File: src/hw/rtl/tdwf_pkg.sv
// shared types and constants for the token duplicate window filter
`default_nettype none

package tdwf_pkg;

    localparam int TOKEN_W = 32;
    localparam int TIME_W  = 40;
    localparam int WIN_W   = 16;

    localparam int SLOTS_DEF = 8;
    localparam logic [WIN_W-1:0] WINDOW_RESET = 16'd15000;

    typedef enum logic [1:0] {
        ST_IDLE,
        ST_SCAN,
        ST_WRITE,
        ST_DONE
    } state_t;

    typedef struct packed {
        logic               vld;
        logic [TOKEN_W-1:0] tok;
        logic [TIME_W-1:0]  seen;
    } entry_t;

endpackage

`default_nettype wire

File: src/hw/rtl/tdwf_match.sv
// shared compare unit: valid entry, token equality and age below the window
`default_nettype none

module tdwf_match
(
    input  var tdwf_pkg::entry_t                 entry,
    input  var logic [tdwf_pkg::TOKEN_W-1:0]     key_token,
    input  var logic [tdwf_pkg::TIME_W-1:0]      now_time,
    input  var logic [tdwf_pkg::WIN_W-1:0]       window,
    output logic                                 hit
);

    logic signed [tdwf_pkg::TIME_W:0] age;
    logic signed [tdwf_pkg::TIME_W:0] win_ext;

    assign age     = $signed({1'b0, now_time}) - $signed({1'b0, entry.seen});
    assign win_ext = $signed({{(tdwf_pkg::TIME_W + 1 - tdwf_pkg::WIN_W){1'b0}}, window});
    assign hit     = entry.vld && (entry.tok == key_token) && (age < win_ext);

endmodule

`default_nettype wire

File: src/hw/rtl/token_dedup_window_filter.sv
// flow: a zero token goes from acceptance straight to the done state; a fresh token runs the
// slot scan and the write state first; a duplicate skips the write, as the scan stops at the first hit
// input: a new word is taken only when the filter is back in idle; the slot scan reads one
// table entry per cycle through a single memory read port and one shared compare unit
// reset: pointers, valid bits and control clear at once, window returns to 15000 ms
`default_nettype none

module token_dedup_window_filter
#(
    parameter int SLOTS = tdwf_pkg::SLOTS_DEF
)
(
    input  var logic                            clk,
    input  var logic                            rst_n,
    input  var logic                            cfg_valid,
    output logic                                cfg_ready,
    input  var logic [tdwf_pkg::WIN_W-1:0]      cfg_data,
    input  var logic                            in_valid,
    output logic                                in_stall,
    input  var logic                            table_select,
    input  var logic [tdwf_pkg::TOKEN_W-1:0]    token,
    input  var logic [tdwf_pkg::TIME_W-1:0]     now_time,
    output logic                                out_valid,
    input  var logic                            out_stall,
    output logic                                fresh
);

    localparam int IW    = $clog2(SLOTS);
    localparam int AW    = IW + 1;
    localparam int DEPTH = 2 << IW;
    localparam logic [IW-1:0] LAST = IW'(SLOTS - 1);

    tdwf_pkg::state_t state_reg, state_next;

    logic [tdwf_pkg::WIN_W-1:0]   window_reg;
    logic [IW-1:0]                idx_reg, idx_next;
    logic                         issuing_reg, issuing_next;
    logic                         sel_reg, sel_next;
    logic [tdwf_pkg::TOKEN_W-1:0] key_reg, key_next;
    logic [tdwf_pkg::TIME_W-1:0]  now_reg, now_next;
    logic                         result_reg, result_next;
    logic                         out_valid_reg, out_valid_next;
    logic                         fresh_reg, fresh_next;
    logic [IW-1:0]                wp_reg [2];
    logic [IW-1:0]                wp_next [2];
    logic [DEPTH-1:0]             valid_reg;
    logic                         cmp_pend_reg, cmp_last_reg;
    tdwf_pkg::entry_t             rd_entry_reg;

    logic [tdwf_pkg::TOKEN_W-1:0] tok_mem  [DEPTH];
    logic [tdwf_pkg::TIME_W-1:0]  time_mem [DEPTH];

    logic          in_accept;
    logic          out_free;
    logic          rd_en;
    logic          wr_en;
    logic [AW-1:0] rd_addr;
    logic [AW-1:0] wr_addr;
    logic          hit;

    assign in_accept = in_valid && !in_stall;
    assign out_free  = !out_valid_reg || !out_stall;
    assign rd_en     = (state_reg == tdwf_pkg::ST_SCAN) && issuing_reg;
    assign wr_en     = (state_reg == tdwf_pkg::ST_WRITE);
    assign rd_addr   = {sel_reg, idx_reg};
    assign wr_addr   = {sel_reg, wp_reg[sel_reg]};

    assign cfg_ready = 1'b1;
    assign in_stall  = (state_reg != tdwf_pkg::ST_IDLE);
    assign out_valid = out_valid_reg;
    assign fresh     = fresh_reg;

    tdwf_match u_match
    (
        .entry     (rd_entry_reg),
        .key_token (key_reg),
        .now_time  (now_reg),
        .window    (window_reg),
        .hit       (hit)
    );

    always_comb
    begin
        state_next = state_reg;
        unique case (state_reg)
            tdwf_pkg::ST_IDLE:
            begin
                if (in_accept)
                begin
                    state_next = (token == '0) ? tdwf_pkg::ST_DONE : tdwf_pkg::ST_SCAN;
                end
            end
            tdwf_pkg::ST_SCAN:
            begin
                priority if (cmp_pend_reg && hit)
                begin
                    state_next = tdwf_pkg::ST_DONE;
                end
                else if (cmp_pend_reg && cmp_last_reg)
                begin
                    state_next = tdwf_pkg::ST_WRITE;
                end
                else
                begin
                    state_next = tdwf_pkg::ST_SCAN;
                end
            end
            tdwf_pkg::ST_WRITE:
            begin
                state_next = tdwf_pkg::ST_DONE;
            end
            tdwf_pkg::ST_DONE:
            begin
                if (out_free)
                begin
                    state_next = tdwf_pkg::ST_IDLE;
                end
            end
            default:
            begin
                state_next = tdwf_pkg::ST_IDLE;
            end
        endcase
    end

    always_comb
    begin
        idx_next       = idx_reg;
        issuing_next   = issuing_reg;
        sel_next       = sel_reg;
        key_next       = key_reg;
        now_next       = now_reg;
        result_next    = result_reg;
        out_valid_next = out_valid_reg && out_stall;
        fresh_next     = fresh_reg;
        wp_next[0]     = wp_reg[0];
        wp_next[1]     = wp_reg[1];
        unique case (state_reg)
            tdwf_pkg::ST_IDLE:
            begin
                if (in_accept)
                begin
                    sel_next     = table_select;
                    key_next     = token;
                    now_next     = now_time;
                    idx_next     = '0;
                    issuing_next = (token != '0);
                    result_next  = 1'b1;
                end
            end
            tdwf_pkg::ST_SCAN:
            begin
                if (issuing_reg)
                begin
                    idx_next = IW'(idx_reg + 1'b1);
                    if (idx_reg == LAST)
                    begin
                        issuing_next = 1'b0;
                    end
                end
                if (cmp_pend_reg && hit)
                begin
                    result_next  = 1'b0;
                    issuing_next = 1'b0;
                end
            end
            tdwf_pkg::ST_WRITE:
            begin
                wp_next[sel_reg] = (wp_reg[sel_reg] == LAST) ? '0
                                 : IW'(wp_reg[sel_reg] + 1'b1);
            end
            tdwf_pkg::ST_DONE:
            begin
                if (out_free)
                begin
                    out_valid_next = 1'b1;
                    fresh_next     = result_reg;
                end
            end
            default:
            begin
                issuing_next = 1'b0;
            end
        endcase
    end

    always_ff @(posedge clk or negedge rst_n)
    begin
        if (!rst_n)
        begin
            state_reg     <= tdwf_pkg::ST_IDLE;
            window_reg    <= tdwf_pkg::WINDOW_RESET;
            idx_reg       <= '0;
            issuing_reg   <= 1'b0;
            out_valid_reg <= 1'b0;
            wp_reg[0]     <= '0;
            wp_reg[1]     <= '0;
            valid_reg     <= '0;
            cmp_pend_reg  <= 1'b0;
            cmp_last_reg  <= 1'b0;
        end
        else
        begin
            state_reg     <= state_next;
            idx_reg       <= idx_next;
            issuing_reg   <= issuing_next;
            out_valid_reg <= out_valid_next;
            wp_reg[0]     <= wp_next[0];
            wp_reg[1]     <= wp_next[1];
            cmp_pend_reg  <= rd_en;
            cmp_last_reg  <= rd_en && (idx_reg == LAST);
            if (cfg_valid && cfg_ready)
            begin
                window_reg <= cfg_data;
            end
            if (wr_en)
            begin
                valid_reg[wr_addr] <= 1'b1;
            end
        end
    end

    always_ff @(posedge clk)
    begin
        sel_reg    <= sel_next;
        key_reg    <= key_next;
        now_reg    <= now_next;
        result_reg <= result_next;
        fresh_reg  <= fresh_next;
    end

    // slot tables, one read and one write port
    always_ff @(posedge clk)
    begin
        if (wr_en)
        begin
            tok_mem[wr_addr]  <= key_reg;
            time_mem[wr_addr] <= now_reg;
        end
        if (rd_en)
        begin
            rd_entry_reg.vld  <= valid_reg[rd_addr];
            rd_entry_reg.tok  <= tok_mem[rd_addr];
            rd_entry_reg.seen <= time_mem[rd_addr];
        end
    end

`ifndef SYNTHESIS
    a_accept_leaves_idle: assert property (@(posedge clk) disable iff (!rst_n)
        in_accept |=> (state_reg != tdwf_pkg::ST_IDLE))
        else $error("accepted word left the filter idle");

    a_no_zero_store: assert property (@(posedge clk) disable iff (!rst_n)
        (state_reg == tdwf_pkg::ST_WRITE) |-> (key_reg != '0) && result_reg)
        else $error("zero or duplicate token written to table");

    a_out_from_done: assert property (@(posedge clk) disable iff (!rst_n)
        $rose(out_valid_reg) |-> $past(state_reg == tdwf_pkg::ST_DONE))
        else $error("output word raised outside done state");
`endif

endmodule

`default_nettype wire
File: config.mk
export PLATFORM = sky130hd
export DESIGN_NAME = token_dedup_window_filter
export DESIGN_NICKNAME = d
export VERILOG_FILES = /design/src/hw/rtl/tdwf_pkg.sv /design/src/hw/rtl/tdwf_match.sv /design/src/hw/rtl/token_dedup_window_filter.sv
export SDC_FILE = /design/constraint.sdc
export NUM_CORES = 1
export LEC_CHECK = 0
export BUFFER_PORTS_ARGS = -buffer_cell sky130_fd_sc_hd__buf_2
export CAP_MARGIN = 15
export CORE_MARGIN = 2
export CORE_UTILIZATION = 40
export CTS_CLUSTER_DIAMETER = 60
export DETAILED_ROUTE_END_ITERATION = 10
export GPL_TIMING_DRIVEN = 1
export REMOVE_ABC_BUFFERS = 1
export SKIP_LAST_GASP = 1
export SLEW_MARGIN = 30
export SYNTH_ARGS = -nofsm -noshare
export SYNTH_HDL_FRONTEND = slang
export SYNTH_SLANG_ARGS = --single-unit
File: constraint.sdc
create_clock -name clk -period 9.9 [get_ports clk]
set_clock_uncertainty 0.15 [all_clocks]
set_input_delay 1.98 -clock clk [delete_from_list [all_inputs] [get_ports clk]]
set_output_delay 1.98 -clock clk [all_outputs]
set_load 0.02 [all_outputs]
After elaboration in Yosys (flattened, before gate mapping)
Memories as Yosys holds them, arrays and structs flattened. A register that Yosys moved wholly into a read port is not among the register bits.
Index checks and enable logic that the tools add are counted.
W data, S select, Z words.
{"block": "totals", "ff_bits": 123, "latchBits": 0, "mem_bits_rw": 1152, "romBits": 0, "out_inout_bits": 4, "word_cells": 96, "n_memories": 2}
{"memory": "time_mem", "depth": 16, "word_bits": 40, "rd": 1, "rd_clocked_by_memory_dff": 1, "write_ports": 1, "line_no": "token_dedup_window_filter.sv:51", "source": "logic [tdwf_pkg::TIME_W-1:0] time_mem [DEPTH];"}
{"memory": "tok_mem", "depth": 16, "word_bits": 32, "rd": 1, "rd_clocked_by_memory_dff": 1, "write_ports": 1, "line_no": "token_dedup_window_filter.sv:50", "source": "logic [tdwf_pkg::TOKEN_W-1:0] tok_mem [DEPTH];"}
{"block": "op_classes", "n_addsub": 3, "mul": 0, "div": 0, "n_lt_le_gt_ge": 6, "n_eq_ne": 10, "shift": 0, "n_mux": 32, "n_bitwise": 2, "n_reduce_logical": 25}
{"op": "$lt A41 B17 Y1", "n": 1}
{"op": "$sub A40 B40 Y41", "n": 1}
{"op": "$eq A32 B32 Y1", "n": 1}
{"op": "$logic_not A32 Y1", "n": 1}
{"op": "$reduce_bool A32 Y1", "n": 1}
{"op": "$mux W3", "n": 7}
{"op": "$or A16 B16 Y16", "n": 1}
{"op": "$mux W1", "n": 12}
{"op": "$logic_and A1 B1 Y1", "n": 10}
{"op": "$lt A4 B5 Y1 const B", "n": 2}
{"op": "$mux W2", "n": 5}
{"op": "$pmux W2 S4", "n": 1}
{"op": "$reduce_and A2 Y1", "n": 4}
{"op": "$add A3 B1 Y3 const B", "n": 2}
{"op": "$bwmux W6", "n": 1}
{"op": "$eq A3 B3 Y1 const B", "n": 2}
{"op": "$ne A2 B2 Y1 const B", "n": 3}
{"op": "$pmux W3 S2", "n": 1}
{"op": "$reduce_and A3 Y1", "n": 2}
{"op": "$bmux W1 S4", "n": 1}
{"op": "$demux W1 S4", "n": 1}
{"op": "$eq A2 B2 Y1 const B", "n": 2}
{"op": "$ge A4 B1 Y1 const B", "n": 1}
{"op": "$pmux W1 S2", "n": 2}
{"op": "other kinds (10)", "n": 13}

Longest topological paths before layout
Gate-level depths: netlist of the first run.
{"block": "depth", "word_depth": 9, "ltp_mapped": 21, "depth_no_buf": 21}

By module
Synthesis of the first run repeated with hierarchy kept, for this count alone.
{"block": "unflattened", "cells_unflattened": 2615, "area_unflattened_um2": 53085.9}
{"module": "token_dedup_window_filter", "instances": 1, "cells_per_inst": 2088, "area_each_um2": 49548.8}
{"module": "tdwf_match", "instances": 1, "cells_per_inst": 527, "area_each_um2": 3537.1}

Worst setup path after synthesis of the first run
No wires, ideal clock.
{"block": "synth_timing", "path_type": "reg-to-reg", "start": "register sel_reg", "end": "register valid_reg[0]", "setup_time_ns": 0.095, "t_arrival_ns": 7.018, "setup_slack_ns": 2.636, "stages_incl_launch_ff": 8, "path_buffers": 2, "path_cell_list": "edfxtp_1 -> clkbuf_1 -> buf_1 -> mux2i_1 -> ha_1 -> nand2_1 -> nor3_1 -> or2_2"}
{"block": "synth_via", "elab_chain_len": 9}
{"item": "start: declaration", "line_no": "token_dedup_window_filter.sv:38", "source": "logic sel_reg, sel_next;"}
{"item": "start signal: assignment", "line_no": "token_dedup_window_filter.sv:225", "source": "sel_reg <= sel_next;"}
{"item": "$not A1 Y2 (implied by the code)", "line_no": "token_dedup_window_filter.sv:66", "source": "assign wr_addr = {sel_reg, wp_reg[sel_reg]};"}
{"item": "$mux W3 (implied by the code) (3 in a row)", "line_no": "token_dedup_window_filter.sv:66"}
{"item": "$lt A4 B5 Y1 (implied by the code) or $ge A4 B1 Y1 (tied branches)", "line_no": "token_dedup_window_filter.sv:218", "source": "valid_reg[wr_addr] <= 1'b1;"}
{"item": "$logic_and A1 B1 Y1 (implied by the code)", "line_no": "token_dedup_window_filter.sv:218"}
{"item": "$mux W1 (implied by the code)", "line_no": "token_dedup_window_filter.sv:218"}
{"item": "$demux W1 S4 (*)", "line_no": "token_dedup_window_filter.sv:218"}
{"item": "$or A16 B16 Y16 (no source line) (*)"}
{"item": "end signal: assignment", "line_no": "token_dedup_window_filter.sv:198", "source": "valid_reg <= '0;"}
{"item": "end signal: indexed assignment", "line_no": "token_dedup_window_filter.sv:218"}
{"item": "end: declaration", "line_no": "token_dedup_window_filter.sv:46", "source": "logic [DEPTH-1:0] valid_reg;"}
Mark *: on every way between the ends. The rest lies on a longest branch, timed or not. The select of a mux whose other input is x is not followed.
A chain may end at the register's enable or synchronous reset.

Worst setup path after layout of the first run
{"block": "layout_timing", "start": "register now_reg[4] (netlist bit)", "end": "register result_reg, enable pin"}
{"block": "layout_via", "elab_chain_len": 6}
{"item": "start: declaration", "line_no": "token_dedup_window_filter.sv:40", "source": "logic [tdwf_pkg::TIME_W-1:0] now_reg, now_next;"}
{"item": "start signal: assignment", "line_no": "token_dedup_window_filter.sv:227", "source": "now_reg <= now_next;"}
{"item": "$sub A40 B40 Y41", "line_no": "tdwf_match.sv:16", "source": "assign age = $signed({1'b0, now_time}) - $signed({1'b0, entry.seen});"}
{"item": "$lt A41 B17 Y1", "line_no": "tdwf_match.sv:18", "source": "assign hit = entry.vld && (entry.tok == key_token) && (age < win_ext);"}
{"item": "$logic_and A1 B1 Y1", "line_no": "tdwf_match.sv:18"}
{"item": "$logic_and A1 B1 Y1", "line_no": "token_dedup_window_filter.sv:161", "source": "if (cmp_pend_reg && hit)"}
{"item": "$ne A2 B1 Y1 (no source line)"}
{"item": "$reduce_and A3 Y1 (no source line)"}
{"item": "end signal: assignment", "line_no": "token_dedup_window_filter.sv:228", "source": "result_reg <= result_next;"}
{"item": "end: declaration", "line_no": "token_dedup_window_filter.sv:41", "source": "logic result_reg, result_next;"}
No other way between the ends.

==> metrics.txt, run 1 <==
synth top area cells edfxtp_1, mux4_2, dfrtp_1; Top delay family on crit path compound AO/OA/AOI/OAI gates; Synth Area in Compound Gates 0.0232; Vert. Die Dim approximately 370 um; Reg2Reg Setup Slack 4.48 ns; Synth Area in XOR/XNOR 0.00940; Hold Path Sink valid_reg[2]$_DFFE_PN0P_; CTS tree built; DRC 0; Routed Antenna Nets 0; Ys Warns 0; highest clock rate 185 MHz; CTS Sinks 1347; total track usage 0.182; outcome complete, no violations; max-slew violation count 0; Yosys cell types 69; Final min period ~5.4 ns; antenna violations before repair 3; end of the worst register-to-register path result_reg$_DFFE_PP_; TritonCTS buffer count roughly 140; placed cell area 55900 um2; top layer in use met4; vias 25477; average wire per standard cell 27.3 um; GR Overflow Total 0; Post-synth EDFFs 1300; # IOs 98; Mapped Area ~53000 um2; Synth Area in Adders 0.0150; Setup CP Type flop to flop; Most used DFF post-synth edfxtp_1; DIE WIDTH 368 um; largest area contributor in the netlist edfxtp_1; syn avg cell area 21.5 um2; Simple-Gate Fraction of Synth Area 0.0234; First-pass DRT Iterations 5; PortBufs 96; Min-Delay Path Depth 1; Critical Path End Type flop; row count 133; total leakage power 19.3 nW; largest net degree at the start of global routing ~110; crit path cell chain ha_1 > a21o_1 > a31o_2 > nor2_2 > o21ai_0 > and2_1 > o21ai_0 > nand2b_1 > xor2_1 > ha_1 > a21o_1 > a21o_1 > a21oi_1 > o2111ai_1 > o22ai_1 > o2111ai_1 > nor4_1 > nand4_1 > o41ai_4 > a21o_1; post-route design area 60100 um2; initial drt markers ~2600; postcts setup bufs 0; Rel. slew slack 0.326; clk buf depth 3; met3 WL 7160 um; total power between 0.015 and 0.02 W; Setup TNS 0 ns; P&R area growth vs syn 13.2%; Synth Instances 2470; GPL Wtd Cong around 0.85; Fin. Hold Viols 0; Metal-1 WL 52700 um; most used cell, CP a21o_1; clock slew at reported path FFs 0.06 ns; Slowest-stage cell, CP edfxtp_1; main combinational cell family by area after synthesis multiplexers; CTS resizes 0; Layout fillers 10920; worst hold-check path type flop to flop; Seq/Total Area, Yosys 0.758; cts hold-fix bufs 0; pwr dens 264 nW/um2; final setup violation count 0; crit share post-route 0.547; worst vdd ir 0.213 mV; H-tree Lvls 4; Worst Max-Slew Pin Slew 1.01 ns; synth cell count leaders edfxtp_1, mux4_2, inv_1, nand2_1, clkbuf_1; DP Wirelength 64800 um; core outline area 132000 um2; Worst Hold Launch valid_reg[2]$_DFFE_PN0P_; vias in the first global route about 26000; CP required 10.24 ns; worst r2r src now_reg[4]$_DFFE_PP_; share of cells above drive strength 1 0.277; RSZ-0062 raised after global routing false; clock insertion delay at the later pin of the skew report 0.77 ns; fin nets between 2000 and 3000; first-pass GRT wire length about 180000 um; Buf/Inv on CP 0; Met2 Routed Length between 60000 and 70000 um; clock root cell clkbuf_16; critical path arrival 5.75 ns; post-synth top area share 0.735; die area 136000 um2; Critical path origin now_reg[4]$_DFFE_PP_; mux cell area share after synthesis 0.157; DP Cell Count 4259; most common cell in the netlist edfxtp_1; initial core utilization 0.403; CP max stage delay 0.59 ns; Non-Filler Instances ~4500; max reg flops 640; cell depth of the worst flop-to-flop path 20; Max-cap violations 0; Max Fanout on Critical Path 17; CP Launch Type flop; FF+latch count, synth 1347; vias per cell about 5.7; final WL about 120000 um; asr flop ratio synth 0.0349
## cell usage in the layout (no fill, tap or decap), types with 9 or more instances in the layout
master     synthesis  routed
a21o_1            16      16
a21oi_1           50      50
buf_2              4      96
buf_4              1      40
clkbuf_1          66      39
clkbuf_16          0     137
clkinv_1           0      21
clkinv_2           0      20
clkinv_8           0       9
dfrtp_1           40      38
edfxtp_1        1300    1300
ha_1              62      62
inv_1             79      76
mux2_2             9       9
mux4_2           365     365
nand2_1           69      69
nand3_1           18      18
nand4_1           17      17
nor2_1            61      49
nor2_4             0      12
nor3_1            15      11
nor4_1            22      22
o21ai_0           43      43
or2_2             16      16
xnor2_1           22      22
xor2_1            35      35
## logic make-up (layout without fill, tap and decap cells)
kind of cell,count (synthesis),count (layout)
flip-flops,1347,1347
multiplexers,378,378
adder cells (fa/ha/maj),63,63
other,1,2
XOR/XNOR,57,57
buffers and inverters,187,470
AND/OR/NAND/NOR,254,254
AO/OA/AOI/OAI,183,183
## worst max path at each step
stage                           endpoint  slack, ns  depth (start not counted)
2_1_floorplan  rd_entry_reg[0]$_DFFE_PP_      -2.72                          2
3_3_place_gp        result_reg$_DFFE_PP_       4.76                         17
3_5_place_dp        result_reg$_DFFE_PP_       4.57                         20
4_1_cts             result_reg$_DFFE_PP_       4.56                         20
5_1_grt             result_reg$_DFFE_PP_       4.13                         17
6_report            result_reg$_DFFE_PP_       4.48                         20
## power by group
group          switching, W  internal [W]  leakage, nW
Sequential         0.000331       0.00681         12.3
Combinational       0.00197       0.00186         4.96
Clock               0.00215       0.00273         2.04
Total               0.00445        0.0114         19.3
## stage by stage
stage	setup WS [ns]	utilization	hold WS, ns
5_1_grt	4.13	0.457	0.324
4_1_cts	4.56	0.456	0.316
3_5_place_dp	4.57	0.424	0.287
2_1_floorplan	-2.72	-	0.250
3_3_place_gp	4.76	0.424	0.283
6_report	4.48	0.457	0.313
## final cells by class
type | instances | area, um2 | area share
Antenna cell | 1 | 2.50 | 0.0000416
Clock buffer | 178 | 3600 | 0.0599
Clock inverter | 69 | 614 | 0.0102
Inverter | 79 | 307 | 0.00510
Multi-Input combinational cell | 936 | 12200 | 0.204
Sequential cell | 1347 | 40200 | 0.669
Tap cell | 1755 | 2200 | 0.0365
Timing Repair Buffer | 144 | 930 | 0.0155
## layer usage
| metal | up-vias | GRT usage |
|---|---|---|
| li1 | 10630 | - |
| met1 | 13709 | 0.253 |
| met2 | 939 | 0.295 |
| met3 | 199 | 0.0279 |
| met4 | 0 | 0.0622 |
| met5 | - | 0 |
(Power assumes the default switching activity.)
==> inputs of run 2 (changes only) <==
==> constraint.sdc (replaced) <==
create_clock -name clk -period 4.38 [get_ports clk]
set_clock_uncertainty 0.15 [all_clocks]
set_input_delay 0.876 -clock clk [delete_from_list [all_inputs] [get_ports clk]]
set_output_delay 0.876 -clock clk [all_outputs]
set_load 0.02 [all_outputs]
==> run 2 against run 1 <==
- the run now ends with setup timing left
- global-route usage increased by 0.53 points
- final cell count increased by 2.6%
- count of clock-buffer cells in the layout decreased by 3
- largest power group unchanged
==> metrics.txt, run 2 (synthesis gave the netlist of run 1 again) <==
TritonCTS buffer count 135 (-0.74%); Place WS -0.374 ns (-4.95 ns); max reg flops 640 (unchanged); DP Wirelength 69800 um (+7.7%); RSZ-0062 raised after global routing true; first-pass GRT wire length 184000 um (+2.6%); P&R area growth vs syn 15.9%; Critical Path End Type flop; Max-cap violations 0 (unchanged); post-route design area 61500 um2 (+2.3%); fin nets 2924 (+4.4%); final setup violation count 1 (+1); worst hold slack 0.0834 ns (-0.230 ns); largest net degree at the start of global routing 74 (-32%); critical path arrival 4.73 ns (-1.02 ns); total leakage power 20.0 nW (+3.6%); max-slew violation count 0 (unchanged); Worst Max-Slew Pin Slew 0.928 ns (-0.0828 ns); share of cells above drive strength 1 0.316 (+0.0390); initial drt markers 2676 (+3.3%); worst vdd ir 0.361 mV (+70%); vias in the first global route 26804 (+1.4%); setup ws final -0.0209 ns (-4.50 ns); violated checks setup timing; vias 25839 (+1.4%); DIE WIDTH 368 um (unchanged); clock root cell clkbuf_16; average wire per standard cell 27.4 um (+0.29%); clock slew at reported path FFs 0.07 ns (about the same); highest clock rate 227 MHz (+23%); vias per cell 5.59 (-1.1%); outcome complete, but fails checks; most frequent cells in the layout edfxtp_1, mux4_2, clkbuf_16, buf_4, buf_2; CP required 4.71 ns (-5.53 ns); Routed Antenna Nets 0 (unchanged); grt met1 use 0.267 (+0.0132); Vert. Die Dim 368 um (unchanged); CTS tree built; CP Launch Type flop; crit share post-route 1.00 (+0.457); antenna violations before repair 6 (+3); placed cell area 57100 um2 (+2.3%); initial core utilization 0.403 (unchanged); worst hold-check path type primary input to asynchronous set/reset pin; Setup CP Type flop to flop; Non-Filler Instances 4625 (+2.6%); CTS Sinks 1347 (unchanged); GPL Wtd Cong 0.876 (+2.8%); GR Overflow Total 0 (unchanged); GRT busiest layer met2; clock insertion delay at the later pin of the skew report 0.76 ns (about the same); clk buf depth 3 (unchanged); Fin. Hold Viols 0 (unchanged); grt met2 use 0.295 (about the same); # IOs 98 (unchanged); First-pass DRT Iterations 5 (unchanged); Final min period 4.40 ns (-1.02 ns); DP Cell Count 4379 (+2.8%); Rel. slew slack 0.382 (+0.0552); PortBufs 96 (unchanged); DRC 0 (unchanged); commonest non-fill, non-tap cell in the layout edfxtp_1; pwr dens 593 nW/um2 (+130%); row count 133 (unchanged); Max Fanout on Critical Path 2 (-15); core outline area 132000 um2 (unchanged); total track usage 0.187 (+0.00527); M3 GR Usage 0.0399 (+0.0121); die area 136000 um2 (unchanged); H-tree Lvls 4 (unchanged); final WL 127000 um (+2.9%)
[run 2: cell count changes in the layout (fill, tap and decap cells not counted), sizes merged]
cell      delta
buf        +124
clkbuf       -3
clkinv       -3
inv          -2
bufinv       -1
clkinvlp     +1
[run 2: repair_timing]
item / in CTS / in global routing
pin swaps: 1 / 4
resized for setup: 18 / 22
endpoints found under the setup margin: 4 / 4
buffers inserted: 2 / 4
hold buffers: 0 / 0
[run 2: where the power goes]
part           switching [W]  internal [W]
logic                0.00487       0.00474
registers           0.000591        0.0154
clock network        0.00474       0.00619
[run 2: final timing paths]
path	start	slack, ns	end	depth (start not counted)
max	now_reg[4]$_DFFE_PP_	-0.02	result_reg$_DFFE_PP_	21
max reg2reg	now_reg[4]$_DFFE_PP_	-0.02	result_reg$_DFFE_PP_	21
max in group asynchronous	rst_n	3.20	idx_reg[0]$_DFFE_PN0P_	2
min reg2reg	valid_reg[1]$_DFFE_PN0P_	0.31	valid_reg[1]$_DFFE_PN0P_	1
min in group clk	now_time[35]	0.15	now_reg[35]$_DFFE_PP_	1
min	rst_n	0.08	window_reg[1]$_DFFE_PN0P_	1
[run 2: worst max-delay path, stage by stage (launching register included)]
cell and delay, ns:
edfxtp_1 0.39, ha_1 0.34, a21o_1 0.19, a31o_4 0.22
nor2_4 0.10, o21ai_2 0.08, and2_4 0.17, o21ai_2 0.10
nand2b_1 0.09, xor2_1 0.16, ha_2 0.17, a21o_1 0.17
a21o_1 0.18, a21oi_2 0.16, o2111ai_2 0.12, o22ai_2 0.21
o2111ai_1 0.14, nor4_1 0.22, nand4_1 0.20, o41ai_4 0.24
buf_4 0.20, a21o_1 0.13
[run 2: cell type report]
cell class / count / area (um2)
Fill cell: 10762 / 70100
Sequential cell: 1347 / 40200
Multi-Input combinational cell: 936 / 12400
Clock buffer: 175 / 3690
Timing Repair Buffer: 268 / 2200
Tap cell: 1755 / 2200
Clock inverter: 64 / 474
Inverter: 79 / 307
Antenna cell: 1 / 2.50
[run 2: metal layers]
layer | up-vias | part of all wire
met5 | - | 0.000063
met4 | 2 | 0.020
met3 | 182 | 0.069
met2 | 949 | 0.48
met1 | 13847 | 0.43
li1 | 10859 | -
[run 2: metrics by stage]
stage               TNS [ns]  utilization  power [W]
finish               -0.0209        0.467     0.0365
CTS                  -0.0798        0.466     0.0367
global route          -0.728        0.467     0.0381
floorplan           -3556.78            -     0.0224
global placement      -0.858        0.434     0.0256
detailed placement     -1.23        0.434     0.0257
